--- src/rtl/bpe_pkg.sv ---
`default_nettype none

package bpe_pkg;

    // field and register widths
    localparam int SAMPLE_BITS    = 24;
    localparam int GRID_BITS      = 9;
    localparam int GAIN_BITS      = 32;
    localparam int LEVEL_BITS     = 48;
    localparam int PIXEL_BITS     = 48;
    localparam int INDEX_BITS     = 8;
    localparam int CFG_INDEX_BITS = 2;
    localparam int CFG_DATA_BITS  = 48;

    localparam int MAX_GRID_WIDTH_DEFAULT = 256;
    localparam int MIN_GRID_WIDTH         = 4;
    // first grid column or row at which a full stencil is present
    localparam int STENCIL_LEAD           = 3;
    localparam int QUEUE_DEPTH            = 4;

    // register indexes
    localparam logic [CFG_INDEX_BITS-1:0] REG_GRID_WIDTH = 2'd0;
    localparam logic [CFG_INDEX_BITS-1:0] REG_GAIN       = 2'd1;
    localparam logic [CFG_INDEX_BITS-1:0] REG_THRESHOLD  = 2'd2;

    localparam logic [GRID_BITS-1:0]         GRID_WIDTH_RESET = 9'd4;
    localparam logic [GAIN_BITS-1:0]         GAIN_RESET       = 32'd65536;
    localparam logic signed [LEVEL_BITS-1:0] THRESHOLD_RESET  = '0;

    // stencil weights
    localparam int CENTRE_WEIGHT   = 169;
    localparam int EDGE_WEIGHT     = 13;
    localparam int BILINEAR_WEIGHT = 144;

    // arithmetic widths
    localparam int CENTRE_BITS = SAMPLE_BITS + 2;
    localparam int EDGE_BITS   = SAMPLE_BITS + 3;
    localparam int CORNER_BITS = SAMPLE_BITS + 2;
    localparam int WEIGHT_BITS = SAMPLE_BITS + 10;
    localparam int FRAC_BITS   = 16;
    localparam int PART_BITS   = WEIGHT_BITS + FRAC_BITS + 1;
    localparam int FULL_BITS   = WEIGHT_BITS + GAIN_BITS + 1;
    localparam int SCALED_BITS = FULL_BITS - FRAC_BITS;
    localparam int ROUND_HALF  = 1 << (FRAC_BITS - 1);

    localparam logic signed [PIXEL_BITS-1:0] PIXEL_MAX = {1'b0, {(PIXEL_BITS-1){1'b1}}};
    localparam logic signed [PIXEL_BITS-1:0] PIXEL_MIN = {1'b1, {(PIXEL_BITS-1){1'b0}}};

    typedef struct packed {
        logic signed [SAMPLE_BITS-1:0] sample;
        logic                          frame_start;
    } in_t;

    typedef struct packed {
        logic signed [PIXEL_BITS-1:0] pixel_value;
        logic [INDEX_BITS-1:0]        pixel_column;
        logic [INDEX_BITS-1:0]        pixel_row;
        logic                         used_cubic;
        logic                         last_pixel;
    } out_t;

    // position tag that travels with each pixel
    typedef struct packed {
        logic                  last_pixel;
        logic [INDEX_BITS-1:0] pixel_row;
        logic [INDEX_BITS-1:0] pixel_column;
    } tag_t;

    // one line store row: the three previous grid rows at one column
    typedef struct packed {
        logic signed [SAMPLE_BITS-1:0] line2;
        logic signed [SAMPLE_BITS-1:0] line1;
        logic signed [SAMPLE_BITS-1:0] line0;
    } line_row_t;

    typedef struct packed {
        logic signed [CENTRE_BITS-1:0] centre;
        logic signed [EDGE_BITS-1:0]   edge_sum;
        logic signed [CORNER_BITS-1:0] corner;
    } stencil_t;

endpackage

`default_nettype wire

--- src/rtl/bpe_queue.sv ---
`default_nettype none

module bpe_queue #(
    parameter int MAX_GRID_WIDTH = bpe_pkg::MAX_GRID_WIDTH_DEFAULT
) (
    input  logic                                   aclk,
    input  logic                                   aresetn,
    input  logic                                   push,
    input  logic signed [bpe_pkg::SAMPLE_BITS-1:0] push_sample,
    input  logic [$clog2(MAX_GRID_WIDTH)-1:0]      push_addr,
    input  logic                                   push_emit,
    input  bpe_pkg::tag_t                          push_tag,
    output logic                                   queue_room,
    input  logic                                   pop,
    output logic                                   q_valid,
    output logic signed [bpe_pkg::SAMPLE_BITS-1:0] q_sample,
    output logic [$clog2(MAX_GRID_WIDTH)-1:0]      q_addr,
    output logic                                   q_emit,
    output bpe_pkg::tag_t                          q_tag
);

    localparam int ADDR_BITS = $clog2(MAX_GRID_WIDTH);
    localparam int DEPTH     = bpe_pkg::QUEUE_DEPTH;
    localparam int PTR_BITS  = $clog2(DEPTH);
    localparam int CNT_BITS  = $clog2(DEPTH + 1);

    logic signed [bpe_pkg::SAMPLE_BITS-1:0] sample_mem [DEPTH];
    logic [ADDR_BITS-1:0]                   addr_mem   [DEPTH];
    logic                                   emit_mem   [DEPTH];
    bpe_pkg::tag_t                          tag_mem    [DEPTH];

    logic [PTR_BITS-1:0] wr_ptr_reg, rd_ptr_reg;
    logic [CNT_BITS-1:0] count_reg;

    assign queue_room = (count_reg != CNT_BITS'(DEPTH));
    assign q_valid    = (count_reg != '0);
    assign q_sample   = sample_mem[rd_ptr_reg];
    assign q_addr     = addr_mem[rd_ptr_reg];
    assign q_emit     = emit_mem[rd_ptr_reg];
    assign q_tag      = tag_mem[rd_ptr_reg];

    always_ff @(posedge aclk) begin
        if (push) begin
            sample_mem[wr_ptr_reg] <= push_sample;
            addr_mem[wr_ptr_reg]   <= push_addr;
            emit_mem[wr_ptr_reg]   <= push_emit;
            tag_mem[wr_ptr_reg]    <= push_tag;
        end
    end

    always_ff @(posedge aclk) begin
        if (!aresetn) begin
            wr_ptr_reg <= '0;
            rd_ptr_reg <= '0;
            count_reg  <= '0;
        end else begin
            if (push) begin
                wr_ptr_reg <= (wr_ptr_reg == PTR_BITS'(DEPTH - 1)) ? '0
                                                                   : wr_ptr_reg + PTR_BITS'(1);
            end
            if (pop) begin
                rd_ptr_reg <= (rd_ptr_reg == PTR_BITS'(DEPTH - 1)) ? '0
                                                                   : rd_ptr_reg + PTR_BITS'(1);
            end
            if (push && !pop) begin
                count_reg <= count_reg + CNT_BITS'(1);
            end else if (pop && !push) begin
                count_reg <= count_reg - CNT_BITS'(1);
            end
        end
    end

`ifndef SYNTHESIS
    a_no_push_when_full: assert property (@(posedge aclk) disable iff (!aresetn)
        push |-> (count_reg != CNT_BITS'(DEPTH)))
        else $error("queue written while full");

    a_no_pop_when_empty: assert property (@(posedge aclk) disable iff (!aresetn)
        pop |-> (count_reg != '0))
        else $error("queue read while empty");
`endif

endmodule

`default_nettype wire

--- config.mk ---
export PLATFORM = sky130hd
export DESIGN_NAME = bpe_queue
export DESIGN_NICKNAME = d
export VERILOG_FILES = /design/src/rtl/bpe_pkg.sv /design/src/rtl/bpe_queue.sv
export SDC_FILE = /design/constraint.sdc
export NUM_CORES = 1
export LEC_CHECK = 0
export BUFFER_PORTS_ARGS = -buffer_cell sky130_fd_sc_hd__buf_2
export CAP_MARGIN = 20
export CORE_UTILIZATION = 30
export DETAILED_ROUTE_END_ITERATION = 8
export GPL_TIMING_DRIVEN = 0
export SLEW_MARGIN = 40
export SYNTH_ARGS = -nofsm -noshare
export SYNTH_HDL_FRONTEND = slang
export SYNTH_SLANG_ARGS = --single-unit
--- constraint.sdc ---
create_clock -name aclk -period 2.8 [get_ports aclk]
set_clock_uncertainty 0.1 [all_clocks]
set_input_delay 0.14 -clock aclk [delete_from_list [all_inputs] [get_ports aclk]]
set_output_delay 0.14 -clock aclk [all_outputs]
set_load 0.005 [all_outputs]
==> summary.md <==
| Metric | Value |
|---|---|
| Via density | `4.348` |
| Max-slew violations | `0` |
| Top cells by count, synth | `200 x edfxtp_1, 50 x mux4_2, 9 x dfxtp_1, 6 x ha_1` |
| First-pass GRT wire length | `22480 um` |
| Vias in the first global route | `4083` |
| Total track usage | `0.1132` |
| Worst-Skew Late Latency | `0.50 ns` |
| Min cycle time layout | `2.224 ns` |
| Crit Reg-Reg Startpoint | `wr_ptr_reg[0]` |
| Hold endpoint | `tag_mem[2][2]` |
| Power Density | `725.2 nW/um^2` |
| RSZ-0062 raised after global routing | `no` |
| Leak | `0.003436 uW` |
| Synthesis warning total | `0` |
| Hold Path Class | `in2reg` |
| Final core occ | `0.3984` |
| Initial antenna violation count | `1` |
| Num CTS Buffers | `23` |
| Cell accounting for the most synthesized area | `edfxtp_1` |
| Register bank with the most flops | `sample_mem` |
| Worst setup SP type | `flip-flop` |
| Tightest Pin Transition | `0.3729 ns` |
| Clock buffer depth | `3` |
| Min Hold Slack | `0.2891 ns` |
| Cell Area, Synth | `7731 um^2` |
| Routed wire per std cell | `17.41 um` |
| Final net count | `555` |
| R2R cell count | `4` |
| Synth-to-Final Area Change | `30.15%` |
| Syn avg cell area | `25.18 um^2` |
| Seq cells post-synth | `209` |
| Max Cap Viol | `0` |
| Post-synthesis sequential area ratio | `0.8001` |
| Final setup fails | `0` |
| Critical Path Sink Type | `output port` |
| Hold path start | `push_tag[2]` |
| Chip height | `162.5 um` |
| CP required | `2.56 ns` |
| Die ar. | `26420 um^2` |
| Max rail drop VDD | `0.4287 mV` |
| EDFF count, synth | `200` |
| Tcrit/Tclk final | `0.7943` |
| Relative slew slack | `0.7514` |
| Postcts setup bufs | `0` |
| Top flop regs | `sample_mem: 96 flops, tag_mem: 68 flops, addr_mem: 32 flops` |
| # DRC | `0` |
| Unique masters post-synth | `22` |
| H-Tree Depth | `1` |
| Internal reg-to-reg setup slack | `1.10 ns` |
| Fraction of layout cells with a size suffix above 1 | `0.4118` |
| Fmax | `0.4497 GHz` |
| Largest net degree at the start of global routing | `33` |
| CTS tree | `yes` |
| Ports | `106` |
| Ys async rst share | `0` |
| Starting DRC count in detailed routing | `208` |
| HPWL Detailed | `9244 um` |
| Final hold vios | `0` |
| Die width | `162.5 um` |
| Sink Count | `209` |
| CP Data Arrival Time | `1.98 ns` |
| Post-synth top area share | `0.7768` |
| Leading cell type by number of instances after synthesis | `edfxtp_1` |
| Max FO, Critical Path | `10` |
| Syn_nets | `368` |
| Worst-path clk slew | `0.06 ns` |
| Worst reg2reg path endpoint | `addr_mem[2][0]` |
| Placer's final routability congestion estimate | `0.6881` |
| Root buffer cell | `clkbuf_16` |
| Area contributors post-synth | `edfxtp_1 78%, mux4_2 15%, dfxtp_1 2.3%` |
| Commonest register cell after synthesis | `edfxtp_1` |
| Gate Count Post-Synth | `307` |
| Max FFs per register | `96` |
| Starting density of the core | `0.3061` |
| Final wirelength | `14640 um` |
| Routed Antenna Nets | `0` |
| # rows | `58` |
| Via count | `3657` |
| Hold depth | `2` |
| Outcome | `complete, no violations` |
| Core area | `25250 um^2` |
| DRT Pass-1 Iters | `4` |
| Grt total ovfl | `0` |
| Port bufs | `105` |
| Critical path class | `reg2out` |
==> metrics by stage <==
stage	cells	worst slack [ns]	total power, uW	instance area, um^2	setup TNS [ns]
finish	841	0.5760	7297	10060	0
global route	841	0.4521	7581	10060	0
CTS	840	0.4856	7409	10060	0
detailed placement	746	0.9945	4290	8760	0
global placement	742	-0.5199	4257	8670	-100.52
floorplan	307	0.5456	4007	7731	0
==> layer usage <==
metal	track usage	vias up	wire length, um
li1	-	1675	-
met1	0.1394	1859	6052
met2	0.1997	96	7516
met3	0.02343	27	788
met4	0.03314	0	285
met5	0	-	0
==> worst max-delay path, cell delays in order (launching register included) <==
cell	delay [ns]
dfxtp_1	0.31
buf_1	0.29
buf_2	0.37
mux4_2	0.36
buf_2	0.14
==> worst max-delay path by stage <==
| stage | startpoint | to | slack [ns] | cells past startpoint |
|---|---|---|---|---|
| floorplan | wr_ptr_reg[0] | addr_mem[3][0] | 0.55 | 2 |
| CTS | flip-flop | q_sample[16] | 0.49 | 4 |
| detailed placement | pop | count_reg[2] | 0.99 | 8 |
| finish | flip-flop | q_sample[16] | 0.58 | 4 |
| global placement | wr_ptr_reg[0] | addr_mem[3][0] | -0.52 | 2 |
| global route | flip-flop | q_sample[13] | 0.45 | 4 |
==> kinds of logic after synthesis <==
logic type      share of synthesized area
fa+ha+maj                         0.01230
simple gates                      0.01181
flops                              0.8001
compound gates                   0.002590
xor+xnor                         0.002266
mux                                0.1508
buf+inv                           0.02007
==> cells in the final DEF, fill, tap and decap left out, types with 2 or more instances in the layout <==
cell type / synthesis / layout
or3_1: 2 / 2
clkbuf_8: 0 / 2
dlygate4sd3_1: 0 / 53
dfxtp_1: 9 / 9
bufinv_16: 0 / 3
mux2i_1: 4 / 4
and2_4: 0 / 4
clkbuf_1: 0 / 4
mux4_2: 50 / 50
buf_12: 5 / 9
nor2_1: 2 / 2
edfxtp_1: 200 / 200
clkinv_2: 0 / 2
buf_2: 5 / 110
nor2b_1: 5 / 5
inv_1: 4 / 4
clkbuf_16: 0 / 23
clkinvlp_4: 0 / 4
ha_1: 6 / 6
==> what timing repair did <==
action	4_1_cts	5_1_grt
hold buffers	53	0
endpoints found under the hold margin	209	0
resized for setup	0	0
==> final cells by class <==
class	instances	area [um^2]
Antenna cell	1	2.502
Buffer	12	140.1
Clock buffer	29	618.1
Clock inverter	12	151.4
Fill cell	2296	15190
Inverter	4	15.01
Multi-Input combinational cell	82	1400
Sequential cell	209	6186
Tap cell	330	412.9
Timing Repair Buffer	162	1136
==> power by group <==
part	leakage, uW	switching, uW	total, uW	internal [uW]
clock	0.000364	1190	3040	1850
combinational	0.00116	297	644	347
sequential	0.00191	38.3	3620	3580
total	0.00344	1530	7300	5770
Note: power is estimated with default switching activity, not from simulation.
