$ cat src/rtl/bpe_pkg.sv
`default_nettype none

package bpe_pkg;

    // field and register widths
    localparam int SAMPLE_BITS    = 24;
    localparam int GRID_BITS      = 9;
    localparam int GAIN_BITS      = 32;
    localparam int LEVEL_BITS     = 48;
    localparam int PIXEL_BITS     = 48;
    localparam int INDEX_BITS     = 8;
    localparam int CFG_INDEX_BITS = 2;
    localparam int CFG_DATA_BITS  = 48;

    localparam int MAX_GRID_WIDTH_DEFAULT = 256;
    localparam int MIN_GRID_WIDTH         = 4;
    // first grid column or row at which a full stencil is present
    localparam int STENCIL_LEAD           = 3;
    localparam int QUEUE_DEPTH            = 4;

    // register indexes
    localparam logic [CFG_INDEX_BITS-1:0] REG_GRID_WIDTH = 2'd0;
    localparam logic [CFG_INDEX_BITS-1:0] REG_GAIN       = 2'd1;
    localparam logic [CFG_INDEX_BITS-1:0] REG_THRESHOLD  = 2'd2;

    localparam logic [GRID_BITS-1:0]         GRID_WIDTH_RESET = 9'd4;
    localparam logic [GAIN_BITS-1:0]         GAIN_RESET       = 32'd65536;
    localparam logic signed [LEVEL_BITS-1:0] THRESHOLD_RESET  = '0;

    // stencil weights
    localparam int CENTRE_WEIGHT   = 169;
    localparam int EDGE_WEIGHT     = 13;
    localparam int BILINEAR_WEIGHT = 144;

    // arithmetic widths
    localparam int CENTRE_BITS = SAMPLE_BITS + 2;
    localparam int EDGE_BITS   = SAMPLE_BITS + 3;
    localparam int CORNER_BITS = SAMPLE_BITS + 2;
    localparam int WEIGHT_BITS = SAMPLE_BITS + 10;
    localparam int FRAC_BITS   = 16;
    localparam int PART_BITS   = WEIGHT_BITS + FRAC_BITS + 1;
    localparam int FULL_BITS   = WEIGHT_BITS + GAIN_BITS + 1;
    localparam int SCALED_BITS = FULL_BITS - FRAC_BITS;
    localparam int ROUND_HALF  = 1 << (FRAC_BITS - 1);

    localparam logic signed [PIXEL_BITS-1:0] PIXEL_MAX = {1'b0, {(PIXEL_BITS-1){1'b1}}};
    localparam logic signed [PIXEL_BITS-1:0] PIXEL_MIN = {1'b1, {(PIXEL_BITS-1){1'b0}}};

    typedef struct packed {
        logic signed [SAMPLE_BITS-1:0] sample;
        logic                          frame_start;
    } in_t;

    typedef struct packed {
        logic signed [PIXEL_BITS-1:0] pixel_value;
        logic [INDEX_BITS-1:0]        pixel_column;
        logic [INDEX_BITS-1:0]        pixel_row;
        logic                         used_cubic;
        logic                         last_pixel;
    } out_t;

    // position tag that travels with each pixel
    typedef struct packed {
        logic                  last_pixel;
        logic [INDEX_BITS-1:0] pixel_row;
        logic [INDEX_BITS-1:0] pixel_column;
    } tag_t;

    // one line store row: the three previous grid rows at one column
    typedef struct packed {
        logic signed [SAMPLE_BITS-1:0] line2;
        logic signed [SAMPLE_BITS-1:0] line1;
        logic signed [SAMPLE_BITS-1:0] line0;
    } line_row_t;

    typedef struct packed {
        logic signed [CENTRE_BITS-1:0] centre;
        logic signed [EDGE_BITS-1:0]   edge_sum;
        logic signed [CORNER_BITS-1:0] corner;
    } stencil_t;

endpackage

`default_nettype wire

$ cat src/rtl/bpe_front.sv
`default_nettype none

module bpe_front #(
    parameter int MAX_GRID_WIDTH = bpe_pkg::MAX_GRID_WIDTH_DEFAULT
) (
    input  logic                                  aclk,
    input  logic                                  aresetn,
    input  logic [bpe_pkg::GRID_BITS-1:0]         grid_width,
    input  logic                                  grid_restart,
    input  logic                                  s_valid,
    output logic                                  s_ready,
    input  bpe_pkg::in_t                          s_payload,
    input  logic                                  queue_room,
    output logic                                  push,
    output logic signed [bpe_pkg::SAMPLE_BITS-1:0] push_sample,
    output logic [$clog2(MAX_GRID_WIDTH)-1:0]     push_addr,
    output logic                                  push_emit,
    output bpe_pkg::tag_t                         push_tag
);

    localparam int ADDR_BITS = $clog2(MAX_GRID_WIDTH);
    localparam int EW_BITS   = $clog2(MAX_GRID_WIDTH + 1);

    logic [ADDR_BITS-1:0] col_reg, row_reg;
    logic [ADDR_BITS-1:0] col_next, row_next;
    logic [ADDR_BITS-1:0] cur_col, cur_row;
    logic [31:0]          gw_wide;
    logic [EW_BITS-1:0]   eff_width, last_idx;
    logic                 col_at_end, row_at_end;

    // out-of-range widths are clamped
    assign gw_wide = 32'(grid_width);

    always_comb begin
        if (gw_wide < 32'(bpe_pkg::MIN_GRID_WIDTH)) begin
            eff_width = EW_BITS'(bpe_pkg::MIN_GRID_WIDTH);
        end else if (gw_wide > 32'(MAX_GRID_WIDTH)) begin
            eff_width = EW_BITS'(MAX_GRID_WIDTH);
        end else begin
            eff_width = EW_BITS'(gw_wide);
        end
    end

    assign last_idx = eff_width - EW_BITS'(1);

    assign cur_col    = s_payload.frame_start ? '0 : col_reg;
    assign cur_row    = s_payload.frame_start ? '0 : row_reg;
    assign col_at_end = (EW_BITS'(cur_col) == last_idx);
    assign row_at_end = (EW_BITS'(cur_row) == last_idx);

    always_comb begin
        col_next = cur_col + ADDR_BITS'(1);
        row_next = cur_row;
        if (col_at_end) begin
            col_next = '0;
            row_next = row_at_end ? '0 : cur_row + ADDR_BITS'(1);
        end
    end

    assign s_ready     = queue_room;
    assign push        = s_valid && queue_room;
    assign push_sample = s_payload.sample;
    assign push_addr   = cur_col;
    assign push_emit   = (32'(cur_col) >= 32'(bpe_pkg::STENCIL_LEAD))
                      && (32'(cur_row) >= 32'(bpe_pkg::STENCIL_LEAD));

    assign push_tag.pixel_column =
        bpe_pkg::INDEX_BITS'(32'(cur_col) - 32'(bpe_pkg::STENCIL_LEAD));
    assign push_tag.pixel_row =
        bpe_pkg::INDEX_BITS'(32'(cur_row) - 32'(bpe_pkg::STENCIL_LEAD));
    assign push_tag.last_pixel = col_at_end && row_at_end;

    always_ff @(posedge aclk) begin
        if (!aresetn || grid_restart) begin
            col_reg <= '0;
            row_reg <= '0;
        end else if (push) begin
            col_reg <= col_next;
            row_reg <= row_next;
        end
    end

endmodule

`default_nettype wire

$ cat config.mk
export PLATFORM = sky130hd
export DESIGN_NAME = bpe_front
export DESIGN_NICKNAME = d
export VERILOG_FILES = /design/src/rtl/bpe_pkg.sv /design/src/rtl/bpe_front.sv
export SDC_FILE = /design/constraint.sdc
export NUM_CORES = 1
export LEC_CHECK = 0
export ABC_AREA = 1
export BUFFER_PORTS_ARGS = -buffer_cell sky130_fd_sc_hd__buf_2
export CAP_MARGIN = 20
export CORE_MARGIN = 4
export CORE_UTILIZATION = 53
export DETAILED_ROUTE_END_ITERATION = 16
export GPL_TIMING_DRIVEN = 0
export PLACE_DENSITY = 0.88
export SYNTH_ARGS = -nofsm -noshare
export SYNTH_HDL_FRONTEND = slang
export SYNTH_SLANG_ARGS = --single-unit
$ cat constraint.sdc
create_clock -name aclk -period 6.85 [get_ports aclk]
set_clock_uncertainty 0.15 [all_clocks]
set_input_delay 0.3425 -clock aclk [delete_from_list [all_inputs] [get_ports aclk]]
set_output_delay 0.3425 -clock aclk [all_outputs]
set_load 0.01 [all_outputs]
==> results_dict.tcl <==
set metrics [dict create \
    cp_max_fo 8 \
    cpPeakStageDelay_ns 0.30 \
    drt-total-wl_um 5960 \
    tightest_slew_ns 0.539 \
    hold_viol_final 0 \
    clock-root-buffer "clkbuf_8" \
    cp-endpoint "push_tag[16]" \
    timing.fmax_mhz 312 \
    period_minus_slack_ns 3.20 \
    crit_start "grid_width[3]" \
    drt_iter0_drc 178 \
    power.density_nw_per_um2 107 \
    die_h_um 71.2 \
    grt_pass1_wl_um 9890 \
    slowest_stage "ha_1" \
    worst-path-buf-inv 3 \
    setup_violations 0 \
    cts_buffers 3 \
    ys_ff_latch 16 \
    post-synth-top-area-cell "nand2_1" \
    r2r_slack_ns 4.62 \
    io_pins 91 \
    arrival_ns 2.71 \
    track_usage_pct 23.1 \
    seq_area_frac_synth_pct 15.1 \
    cts.sinks 16 \
    startpoint_type "input port" \
    cts_max_path_buffers 2 \
    syn-instance-count 378 \
    yosysMostFrequentCell "nand2_1" \
    post-route-period-util_pct 46.8 \
    rr_worst_depth 13 \
    dp_cells 491 \
    critPathRequiredTime_ns 6.36 \
    clk_latency_ns 0.26 \
    critical_path_class "in2out" \
    grt_pass1_vias 2362 \
    holdBufCountCts 0 \
    antenna_found_initial 0 \
    clk_pin_slew_worst_paths_ns 0.07 \
    nets 490 \
    drv_slew 0 \
    end_kind "output port" \
    drc 0 \
    layout-drive-gt1-share_pct 26.0 \
    p_sw_share_pct 33.8 \
    die_area_sq_um 5080 \
    p_leak_uw 0.00142 \
    status "complete, no violations" \
    core_area_sq_um 3770 \
    vias_per_cell 5.22 \
    synth_edf_count 0 \
    wire_per_inst_um 12.0 \
    row_count 22 \
    power_uw 275 \
    dp_hpwl_um 4750 \
    ant_nets 0 \
    worst_ir_drop_vdd_mv 0.0907 \
    min_path_type "in2reg" \
    cts_tree "yes" \
    intPower_uw 182 \
    io_buffers 65 \
    synth_commonest_cells "nand2_1 (109), nand3_1 (53), inv_1 (47), nor2_1 (40), buf_4 (25)" \
    seqPwrFrac_pct 34.5 \
    synthArstFlopShare_pct 0 \
    rsz0062_at_grt "no" \
    clkPwrFrac_pct 32.7 \
    synth.distinct_cells 31 \
    p_sw_uw 92.9 \
    num_vias 2586 \
    start_util_pct 56.2 \
    first_pass_iters 5 \
    pwr-share-comb_pct 32.7 \
    path_cells "buf_2 -> nor2_1 -> nand3_2 -> nand2_1 -> ha_1 -> xor2_1 -> nor3_1 -> nand3_1 -> a21oi_1 -> nand3_2 -> nor2_4 -> nand2_1 -> inv_1 -> buf_2" \
    dpl_cell_area_sq_um 2500 \
    avgSynthCellArea_sq_um 5.61 \
    area_growth_pct 20.8 \
    cap_violations 0 \
    cts_resized 0 \
    overflow 0 \
    synth.area.top_cells "nand2_1 (19%), dfxtp_1 (15%), nand3_1 (13%), buf_4 (8.9%), inv_1 (8.3%)" \
    instances_no_fill 495 \
    synth_top_cell_area_share_pct 19.3 \
    syn_nets 420 \
    fin_tns_setup_ns 0 \
    yosys_warnings 0 \
    synth_ff_type "dfxtp_1" \
    cp_num_cells 14 \
    r2r_start "col_reg[2]" \
    place.gp.congestion 0.990 \
    path_delay_family "simple AND/OR/NAND/NOR gates" \
    grt_start_max_net_pins 11 \
    r2r-end "row_reg[0]" \
    cts_htree_levels 1 \
    cts_setup_buffers 0 \
    synthesis.area_sq_um 2120 \
    slew-limit-headroom_pct 64.1 \
    die_x_um 71.2 \
    n_antenna_cell 0 \
    postLayoutCellArea_sq_um 2560 \
]
-- power groups by stage --
stage | sequential [uW] | combinational, uW | clock (uW)
floorplan | 96.8 | 63.3 | 0
global placement | 96.9 | 87.2 | 0
detailed placement | 97.0 | 89.0 | 0
CTS | 94.8 | 89.5 | 88.8
global route | 95.0 | 100 | 93.3
finish | 94.8 | 90.0 | 90.0
-- worst min-delay path by stage --
| stage | start | end | slack (ns) | depth (start not counted) |
|---|---|---|---|---|
| 2_1_floorplan | col_reg[0] | col_reg[0] | 0.30 | 2 |
| 3_3_place_gp | row_reg[7] | row_reg[7] | 0.30 | 2 |
| 3_5_place_dp | row_reg[7] | row_reg[7] | 0.31 | 2 |
| 4_1_cts | grid_restart | col_reg[2] | 0.27 | 4 |
| 5_1_grt | grid_restart | col_reg[2] | 0.28 | 4 |
| 6_report | grid_restart | col_reg[2] | 0.26 | 4 |
-- layout by cell type (no fill, tap or decap), types with 2 or more instances in the layout --
cell type / instances
nand2_2: 3
clkinv_2: 2
dfxtp_1: 16
nand2_4: 2
nor3_1: 7
buf_4: 25
nand2_1: 109
buf_6: 3
nand4_1: 2
nor2_1: 40
o21ai_0: 11
nand3_2: 2
ha_1: 3
buf_2: 66
clkbuf_8: 4
nor2_2: 4
xor2_1: 15
clkbuf_1: 2
nor2_4: 2
o21ai_1: 2
inv_1: 47
nand3_1: 53
a21oi_1: 17
nand3b_1: 2
-- metrics by stage --
stage	setup slack (ns)	util, %	hold slack, ns
after detailed placement	3.68	66.4	0.306
after CTS	3.67	67.9	0.267
after global routing	3.49	67.9	0.283
final	3.65	67.9	0.259
after global placement	3.77	66.4	0.304
after floorplan	4.28	-	0.295
-- layer usage --
metal | vias to the layer above | routed length, um | track usage [%]
met5 | - | 0 | 0
met4 | 0 | 72 | 5.64
met3 | 11 | 542 | 2.95
met2 | 126 | 2830 | 41.3
met1 | 1136 | 2510 | 29.2
li1 | 1313 | - | -
-- worst register-to-register path: stages, from the launching register on --
cell	delay, ns
dfxtp_1	0.35
inv_1	0.06
nor2_1	0.33
inv_1	0.15
nand2_1	0.10
nand3_1	0.07
a21oi_1	0.16
nand3_2	0.13
nor2_4	0.24
nand2_1	0.13
nand2_1	0.07
nor2_1	0.04
nor2_1	0.09
nor2_1	0.04
-- cells by family (layout without fill, tap and decap cells) --
| group | after synthesis | after routing | share of synthesized area [%] |
|---|---|---|---|
| AO/OA/AOI/OAI | 35 | 35 | 8.91 |
| buffers and inverters | 81 | 150 | 20.0 |
| AND/OR/NAND/NOR | 227 | 227 | 47.6 |
| XOR/XNOR | 16 | 16 | 6.61 |
| flip-flops | 16 | 16 | 15.1 |
| adder cells (fa/ha/maj) | 3 | 3 | 1.77 |
-- final cells by class --
class                      count  area (sq um)
tap                           48          60.1
timing repair buffer          65           325
buffer                        32           238
sequential                    16           320
inverter                      49           186
fill                         353          1210
clock buffer                   4          55.1
multi-input combinational    281          1380
Note: power is estimated with default switching activity, not from simulation.
